`src/rtl/xxrb_pkg.sv`:
```
// shared constants and types for the xon/xoff receive ring buffer
package xxrb_pkg;

    localparam int RING_DEPTH = 8;
    localparam int IDX_W      = (RING_DEPTH > 1) ? $clog2(RING_DEPTH) : 1;
    localparam int CNT_W      = $clog2(RING_DEPTH + 1);
    localparam int THR_W      = 4;
    localparam int CMP_W      = (CNT_W > THR_W) ? CNT_W : THR_W;

    localparam logic [7:0] CHAR_LF    = 8'd10;
    localparam logic [7:0] CTRL_LIMIT = 8'd32;

    localparam logic [1:0] FLOW_NONE = 2'd0;
    localparam logic [1:0] FLOW_XOFF = 2'd1;
    localparam logic [1:0] FLOW_XON  = 2'd2;

    localparam logic OP_RECEIVE = 1'b0;
    localparam logic OP_POP     = 1'b1;

    localparam int CFG_IDX_W = 2;
    localparam logic [CFG_IDX_W-1:0] REG_UPPER_THRESHOLD = 2'd0;
    localparam logic [CFG_IDX_W-1:0] REG_LOWER_THRESHOLD = 2'd1;
    localparam logic [CFG_IDX_W-1:0] REG_END_CODE        = 2'd2;

    localparam logic [THR_W-1:0] UPPER_RESET    = 4'd6;
    localparam logic [THR_W-1:0] LOWER_RESET    = 4'd2;
    localparam logic [7:0]       END_CODE_RESET = 8'd26;

    // result word, last field in the lowest bits
    typedef struct packed {
        logic [1:0] pad;
        logic [1:0] flow_send;
        logic       end_seen;
        logic [7:0] pop_byte;
        logic       pop_valid;
        logic       overflow;
        logic       accepted;
    } xxrb_result_t;

    localparam int RESULT_W = $bits(xxrb_result_t);

    function automatic logic [IDX_W-1:0] next_index(input logic [IDX_W-1:0] i);
        logic [IDX_W-1:0] r;
        if (i == IDX_W'(RING_DEPTH - 1))
            r = '0;
        else
            r = i + 1'b1;
        return r;
    endfunction

endpackage

```
`src/rtl/xon_xoff_receive_ring_buffer.sv`:
```
// xon/xoff receive ring buffer top level with ring memory and control sequencer
//
//  channel  | direction | handshake                     | payload
//  s_axis   | in        | s_axis_tvalid / s_axis_tready | tuser: opcode, tdata: rx_byte
//  m_axis   | out       | m_axis_tvalid / m_axis_tready | tdata: result fields
//  cfg      | in        | cfg_valid / cfg_ready         | cfg_index, cfg_data
//
// a receive runs ST_IDLE, ST_HOLD; a pop adds ST_READ if the ring holds data; k ring
// reads, one per cycle through the single read port of the ring memory (k <= 8)
// reset clears indexes, fill count, pause flag and restores register defaults
// one item is in work at a time; a new item is taken while a result waits at m_axis
// a result that cannot enter the output register holds the sequencer until it can
module xon_xoff_receive_ring_buffer
(
    input  logic                           clk,
    input  logic                           rst_n,
    input  logic                           s_axis_tvalid,
    output logic                           s_axis_tready,
    input  logic [7:0]                     s_axis_tdata,   // [7:0] rx_byte
    input  logic [0:0]                     s_axis_tuser,   // [0] opcode
    output logic                           m_axis_tvalid,
    input  logic                           m_axis_tready,
    // [0] accepted, [1] overflow, [2] pop_valid, [10:3] pop_byte,
    // [11] end_seen, [13:12] flow_send, [15:14] zero
    output logic [xxrb_pkg::RESULT_W-1:0]  m_axis_tdata,
    input  logic                           cfg_valid,
    output logic                           cfg_ready,
    input  logic [xxrb_pkg::CFG_IDX_W-1:0] cfg_index,
    input  logic [7:0]                     cfg_data
);
    import xxrb_pkg::*;

    typedef enum logic [1:0] {
        ST_IDLE,
        ST_READ,
        ST_HOLD
    } state_t;

    state_t           state_reg, state_next;
    logic [IDX_W-1:0] wr_idx_reg, wr_idx_next;
    logic [IDX_W-1:0] rd_idx_reg, rd_idx_next;
    logic [CNT_W-1:0] cnt_reg, cnt_next;
    logic             paused_reg, paused_next;
    xxrb_result_t     res_reg, res_next;
    logic             out_valid_reg, out_valid_next;
    xxrb_result_t     out_data_reg, out_data_next;
    logic [THR_W-1:0] upper_reg;
    logic [THR_W-1:0] lower_reg;
    logic [7:0]       end_code_reg;

    logic [7:0]       ring [RING_DEPTH];
    logic [7:0]       rd_data_reg;
    logic             wr_en;
    logic             rd_en;

    logic             in_xfer;
    logic [CNT_W-1:0] cnt_after;
    logic             ctrl_byte;

    assign in_xfer       = s_axis_tvalid && s_axis_tready;
    assign s_axis_tready = (state_reg == ST_IDLE);
    assign m_axis_tvalid = out_valid_reg;
    assign m_axis_tdata  = out_data_reg;
    assign cfg_ready     = 1'b1;

    assign cnt_after = cnt_reg + 1'b1;
    assign ctrl_byte = (rd_data_reg < CTRL_LIMIT) && (rd_data_reg != CHAR_LF);

    always_comb
    begin
        state_next     = state_reg;
        wr_idx_next    = wr_idx_reg;
        rd_idx_next    = rd_idx_reg;
        cnt_next       = cnt_reg;
        paused_next    = paused_reg;
        res_next       = res_reg;
        out_valid_next = out_valid_reg;
        out_data_next  = out_data_reg;
        wr_en          = 1'b0;
        rd_en          = 1'b0;

        if (out_valid_reg && m_axis_tready)
            out_valid_next = 1'b0;

        case (state_reg)
            ST_IDLE:
            begin
                if (in_xfer)
                begin
                    res_next   = '0;
                    state_next = ST_HOLD;
                    if (s_axis_tuser[0] == OP_RECEIVE)
                    begin
                        if (!paused_reg)
                        begin
                            if (cnt_reg == CNT_W'(RING_DEPTH))
                            begin
                                res_next.overflow = 1'b1;
                                if (CMP_W'(cnt_reg) > CMP_W'(upper_reg))
                                begin
                                    paused_next        = 1'b1;
                                    res_next.flow_send = FLOW_XOFF;
                                end
                            end
                            else
                            begin
                                wr_en             = 1'b1;
                                wr_idx_next       = next_index(wr_idx_reg);
                                cnt_next          = cnt_after;
                                res_next.accepted = 1'b1;
                                if (CMP_W'(cnt_after) > CMP_W'(upper_reg))
                                begin
                                    paused_next        = 1'b1;
                                    res_next.flow_send = FLOW_XOFF;
                                end
                            end
                        end
                    end
                    else if (cnt_reg != '0)
                    begin
                        rd_en       = 1'b1;
                        rd_idx_next = next_index(rd_idx_reg);
                        cnt_next    = cnt_reg - 1'b1;
                        state_next  = ST_READ;
                    end
                end
            end
            ST_READ:
            begin
                // skip control bytes while the ring still holds data
                if (ctrl_byte && cnt_reg != '0)
                begin
                    rd_en       = 1'b1;
                    rd_idx_next = next_index(rd_idx_reg);
                    cnt_next    = cnt_reg - 1'b1;
                end
                else
                begin
                    res_next.pop_valid = 1'b1;
                    res_next.pop_byte  = rd_data_reg;
                    res_next.end_seen  = (rd_data_reg == end_code_reg);
                    if ((CMP_W'(cnt_reg) < CMP_W'(lower_reg)) && paused_reg)
                    begin
                        paused_next        = 1'b0;
                        res_next.flow_send = FLOW_XON;
                    end
                    state_next = ST_HOLD;
                end
            end
            ST_HOLD:
            begin
                if (!out_valid_reg || m_axis_tready)
                begin
                    out_data_next  = res_reg;
                    out_valid_next = 1'b1;
                    state_next     = ST_IDLE;
                end
            end
            default:
            begin
                state_next = ST_IDLE;
            end
        endcase
    end

    always_ff @(posedge clk or negedge rst_n)
    begin
        if (!rst_n)
        begin
            state_reg     <= ST_IDLE;
            wr_idx_reg    <= '0;
            rd_idx_reg    <= '0;
            cnt_reg       <= '0;
            paused_reg    <= 1'b0;
            res_reg       <= '0;
            out_valid_reg <= 1'b0;
            out_data_reg  <= '0;
        end
        else
        begin
            state_reg     <= state_next;
            wr_idx_reg    <= wr_idx_next;
            rd_idx_reg    <= rd_idx_next;
            cnt_reg       <= cnt_next;
            paused_reg    <= paused_next;
            res_reg       <= res_next;
            out_valid_reg <= out_valid_next;
            out_data_reg  <= out_data_next;
        end
    end

    always_ff @(posedge clk or negedge rst_n)
    begin
        if (!rst_n)
        begin
            upper_reg    <= UPPER_RESET;
            lower_reg    <= LOWER_RESET;
            end_code_reg <= END_CODE_RESET;
        end
        else if (cfg_valid && cfg_ready)
        begin
            case (cfg_index)
                REG_UPPER_THRESHOLD: upper_reg    <= cfg_data[THR_W-1:0];
                REG_LOWER_THRESHOLD: lower_reg    <= cfg_data[THR_W-1:0];
                REG_END_CODE:        end_code_reg <= cfg_data;
                default:             ;
            endcase
        end
    end

    // ring memory, one write and one registered read port
    always_ff @(posedge clk)
    begin
        if (wr_en)
            ring[wr_idx_reg] <= s_axis_tdata;
        if (rd_en)
            rd_data_reg <= ring[rd_idx_reg];
    end

    a_count_bound: assert property (@(posedge clk) disable iff (!rst_n)
        cnt_reg <= CNT_W'(RING_DEPTH))
        else $error("fill count beyond ring depth");

    a_one_item: assert property (@(posedge clk) disable iff (!rst_n)
        in_xfer |=> !s_axis_tready)
        else $error("second item taken while one is in work");

    a_xoff_on_pause: assert property (@(posedge clk) disable iff (!rst_n)
        $rose(paused_reg) |-> res_reg.flow_send == FLOW_XOFF)
        else $error("pause entered without xoff request");

    a_result_kind: assert property (@(posedge clk) disable iff (!rst_n)
        m_axis_tvalid |-> !((m_axis_tdata[0] || m_axis_tdata[1]) && m_axis_tdata[2]))
        else $error("receive and pop flags mixed in one result");

endmodule
```
`config.mk`:
```
export PLATFORM = sky130hd
export DESIGN_NAME = xon_xoff_receive_ring_buffer
export DESIGN_NICKNAME = d
export VERILOG_FILES = /design/src/rtl/xxrb_pkg.sv /design/src/rtl/xon_xoff_receive_ring_buffer.sv
export SDC_FILE = /design/constraint.sdc
export NUM_CORES = 1
export LEC_CHECK = 0
export BUFFER_PORTS_ARGS = -buffer_cell sky130_fd_sc_hd__buf_2
export CELL_PAD_IN_SITES_DETAIL_PLACEMENT = 0
export CELL_PAD_IN_SITES_GLOBAL_PLACEMENT = 1
export CORE_MARGIN = 4
export CORE_UTILIZATION = 45
export DETAILED_ROUTE_END_ITERATION = 8
export PLACE_DENSITY = 0.77
export SLEW_MARGIN = 10
export SYNTH_ARGS = -nofsm -noshare
export SYNTH_HDL_FRONTEND = slang
export SYNTH_SLANG_ARGS = --single-unit
```
`constraint.sdc`:
```
create_clock -name clk -period 2.8 [get_ports clk]
set_clock_uncertainty 0.2 [all_clocks]
set_input_delay 0.56 -clock clk [delete_from_list [all_inputs] [get_ports clk]]
set_output_delay 0.56 -clock clk [all_outputs]
set_load 0.02 [all_outputs]
```
==> load_flow_metrics.sql <==
INSERT INTO impl_metrics (metric_group, metric, value, unit) VALUES
('outcome', 'outcome', 'completed', ''),
('worst_setup_path', 'cp_cell_sequence', 'inv_1, ha_1, nand3b_1, nand4_1, buf_4, nor4_1, buf_4', ''),
('timing', 'slew_violations', '0', ''),
('routing', 'drt_iter0_drc', '142', ''),
('pwr', 'total_leakage_power', '2.687', 'nW'),
('synthesis', 'yosysUniqueCellTypes', '48', ''),
('synthesis', 'cell_type_with_the_largest_total_area_after_synthesis', 'edfxtp_1', ''),
('placed_design', 'buffer_ports.inserted', '39', ''),
('synthesis', 'syn_area_per_cell', '15.67', 'µm²'),
('routing', 'drt-total-wl', '10700', 'µm'),
('worst_setup_path', 'critical_path.startpoint', 'cnt_reg[0]', ''),
('synthesis', 'yosys_most_used_dff', 'edfxtp_1', ''),
('cts', 'numClockSinks', '130', ''),
('global_route', 'grt_pass1_vias', '3246', ''),
('worst_setup_path', 'critical-path-max-stage-delay', '0.42', 'ns'),
('layout', 'antenna_cells_inserted', '0', ''),
('synthesis', 'synth.top_cells.by_count', 'edfxtp_1, dfrtp_1, mux2_2, nand2_1, ha_1', ''),
('timing', 'unrepaired_setup_endpoints_after_global_routing', 'no', ''),
('layout', 'area_growth', '19.01', '%'),
('die', 'design.die.area', '14170', 'µm²'),
('global_route', 'grtUsageMet1', '21.82', '%'),
('global_route', 'gr-usage-all-layers', '16.52', '%'),
('pwr', 'peakVddDrop', '0.6819', 'mV'),
('worst_setup_path', 'worst-r2r-cell-count', '7', ''),
('worst_setup_path', 'worst_r2r_startpoint', 'cnt_reg[0]', ''),
('die', 'fp.dieW', '119.0', 'µm'),
('timing', 'tns', '0', 'ns'),
('synthesis', 'synth_largest_type_area_fraction', '38.97', '%'),
('synthesis', 'synth_enable_flop_cells', '72', ''),
('timing', 'period_minus_slack', '2.423', 'ns'),
('synthesis', 'synth_cells', '354', ''),
('synthesis', 'synth_area', '5548', 'µm²'),
('placed_design', 'place.detailed.hpwl', '7732', 'µm'),
('worst_setup_path', 'critPathKind', 'register to register', ''),
('timing', 'timing.slew.headroom', '51.28', '%'),
('die', 'row_count', '40', ''),
('global_route', 'first_pass_grt_wire_length', '17620', 'µm'),
('synthesis', 'ys_seq_elements', '130', ''),
('routing', 'route.detailed.drc', '0', ''),
('layout', 'largest_register_ffs', '64', ''),
('placed_design', 'place_congestion', '0.7628', ''),
('worst_setup_path', 'cp.buffers_inverters', '3', ''),
('die', 'die_height', '119.0', 'µm'),
('global_route', 'groute.layer.met3.usage', '5.271', '%'),
('min_path', 'hold_path_class', 'input port to register', ''),
('routing', 'postRouteAntennaNets', '0', ''),
('synthesis', 'synth_top_cells_by_area', 'edfxtp_1, dfrtp_1, mux2_2, mux4_2, ha_1', ''),
('worst_setup_path', 'critPathTopFamily', 'simple AND/OR/NAND/NOR gates', ''),
('routing', 'num_vias', '3100', ''),
('cts', 'post_cts_setup_buffers', '0', ''),
('worst_setup_path', 'timing.reg2reg.setup_slack', '0.38', 'ns'),
('die', 'initial_utilization', '46.00', '%'),
('global_route', 'globalRouteMet2Util', '25.64', '%'),
('synthesis', 'synthesis.yosys.warnings', '0', ''),
('cts', 'cts.clk_slew.worst_paths', '0.05', 'ns'),
('worst_setup_path', 'worstSetupEndpointType', 'register', ''),
('cts', 'cts.htree.levels', '4', ''),
('worst_setup_path', 'worst_setup_path_endpoint', 'ring[0][0]', ''),
('layout', 'nets', '458', ''),
('timing', 'count_of_endpoints_failing_setup_in_the_final_report', '0', ''),
('synthesis', 'yosysSeqAreaShare', '65.27', '%'),
('routing', 'drt_first_pass_iters', '4', ''),
('placed_design', 'place_area', '5996', 'µm²'),
('timing', 'worstMarginPinSlew', '0.7309', 'ns'),
('layout', 'layout-drive-gt1-share', '35.66', '%'),
('worst_setup_path', 'start_kind', 'register', ''),
('global_route', 'globalRoute.totalOverflow', '0', ''),
('routing', 'route.detailed.wl_per_inst', '17.92', 'µm'),
('die', 'io-pin-count', '43', ''),
('routing', 'vias_per_cell', '5.193', ''),
('job', 'cap_violations', '0', '');
==> report_power, final <==
part / switching [mW] / internal [mW] / total [mW]
logic: 0.891 / 0.893 / 1.78
clock network: 0.768 / 1.47 / 2.24
registers: 0.334 / 2.41 / 2.74
==> worst min path at each step <==
| stage | cells after the start | start | slack [ns] | end |
|---|---|---|---|---|
| floorplan | 0 | rst_n | 0.06 | cnt_reg[0] |
| global placement | 2 | res_reg[2] | 0.26 | res_reg[2] |
| detailed placement | 2 | res_reg[2] | 0.26 | res_reg[2] |
| CTS | 2 | cfg_data[5] | 0.17 | end_code_reg[5] |
| global route | 2 | cfg_data[4] | 0.18 | end_code_reg[4] |
| finish | 2 | cfg_data[7] | 0.18 | end_code_reg[7] |
==> cells in the final DEF, fill, tap and decap left out, drive strengths merged, types with 8 or more instances in the layout <==
cell / instances
dfrtp: 52
mux4: 16
a22o: 8
ha: 17
o21ai: 16
edfxtp: 72
nand2: 28
clkbuf: 18
xor2: 9
buf: 54
nor2: 10
clkinv: 9
mux2: 37
inv: 15
==> layer usage <==
layer	vias up	wire length, µm
met3	13	521
met2	86	5217
met1	1558	4782
met5	-	0
met4	0	176
li1	1443	-
==> final cells by class <==
class,instances,area [µm²]
clock buffers,18,429.2
clock inverters,13,167.7
fillers,1006,5459
inverters,15,56.30
multi-input cells,198,1800
flip-flops and latches,130,3621
well taps,168,210.2
repair buffers,55,317.8
==> kinds of logic after synthesis <==
group           synth area share [%]
flops                          65.27
simple gates                   6.428
mux                            14.14
compound gates                 5.639
buf+inv                        2.345
fa+ha+maj                      3.834
xor+xnor                       2.210
other cells                   0.1354
==> through the flow <==
| step | power (mW) | setup slack [ns] | util [%] | cells | hold WS [ns] |
|---|---|---|---|---|---|
| final | 6.764 | 0.3768 | 54.74 | 597 | 0.1846 |
| after global routing | 7.168 | 0.08647 | 54.74 | 597 | 0.1763 |
| after CTS | 6.832 | 0.3826 | 54.74 | 597 | 0.1679 |
| after detailed placement | 4.575 | 0.4107 | 49.71 | 565 | 0.2632 |
| after global placement | 4.533 | 0.4745 | 49.71 | 565 | 0.2643 |
| after floorplan | 4.065 | 0.1059 | - | 355 | 0.06441 |
==> repair_timing <==
item	in CTS	in global routing
hold buffers	1	0
endpoints found under the hold margin	15	0
resized for setup	0	0
Note: power is estimated with default switching activity, not from simulation.
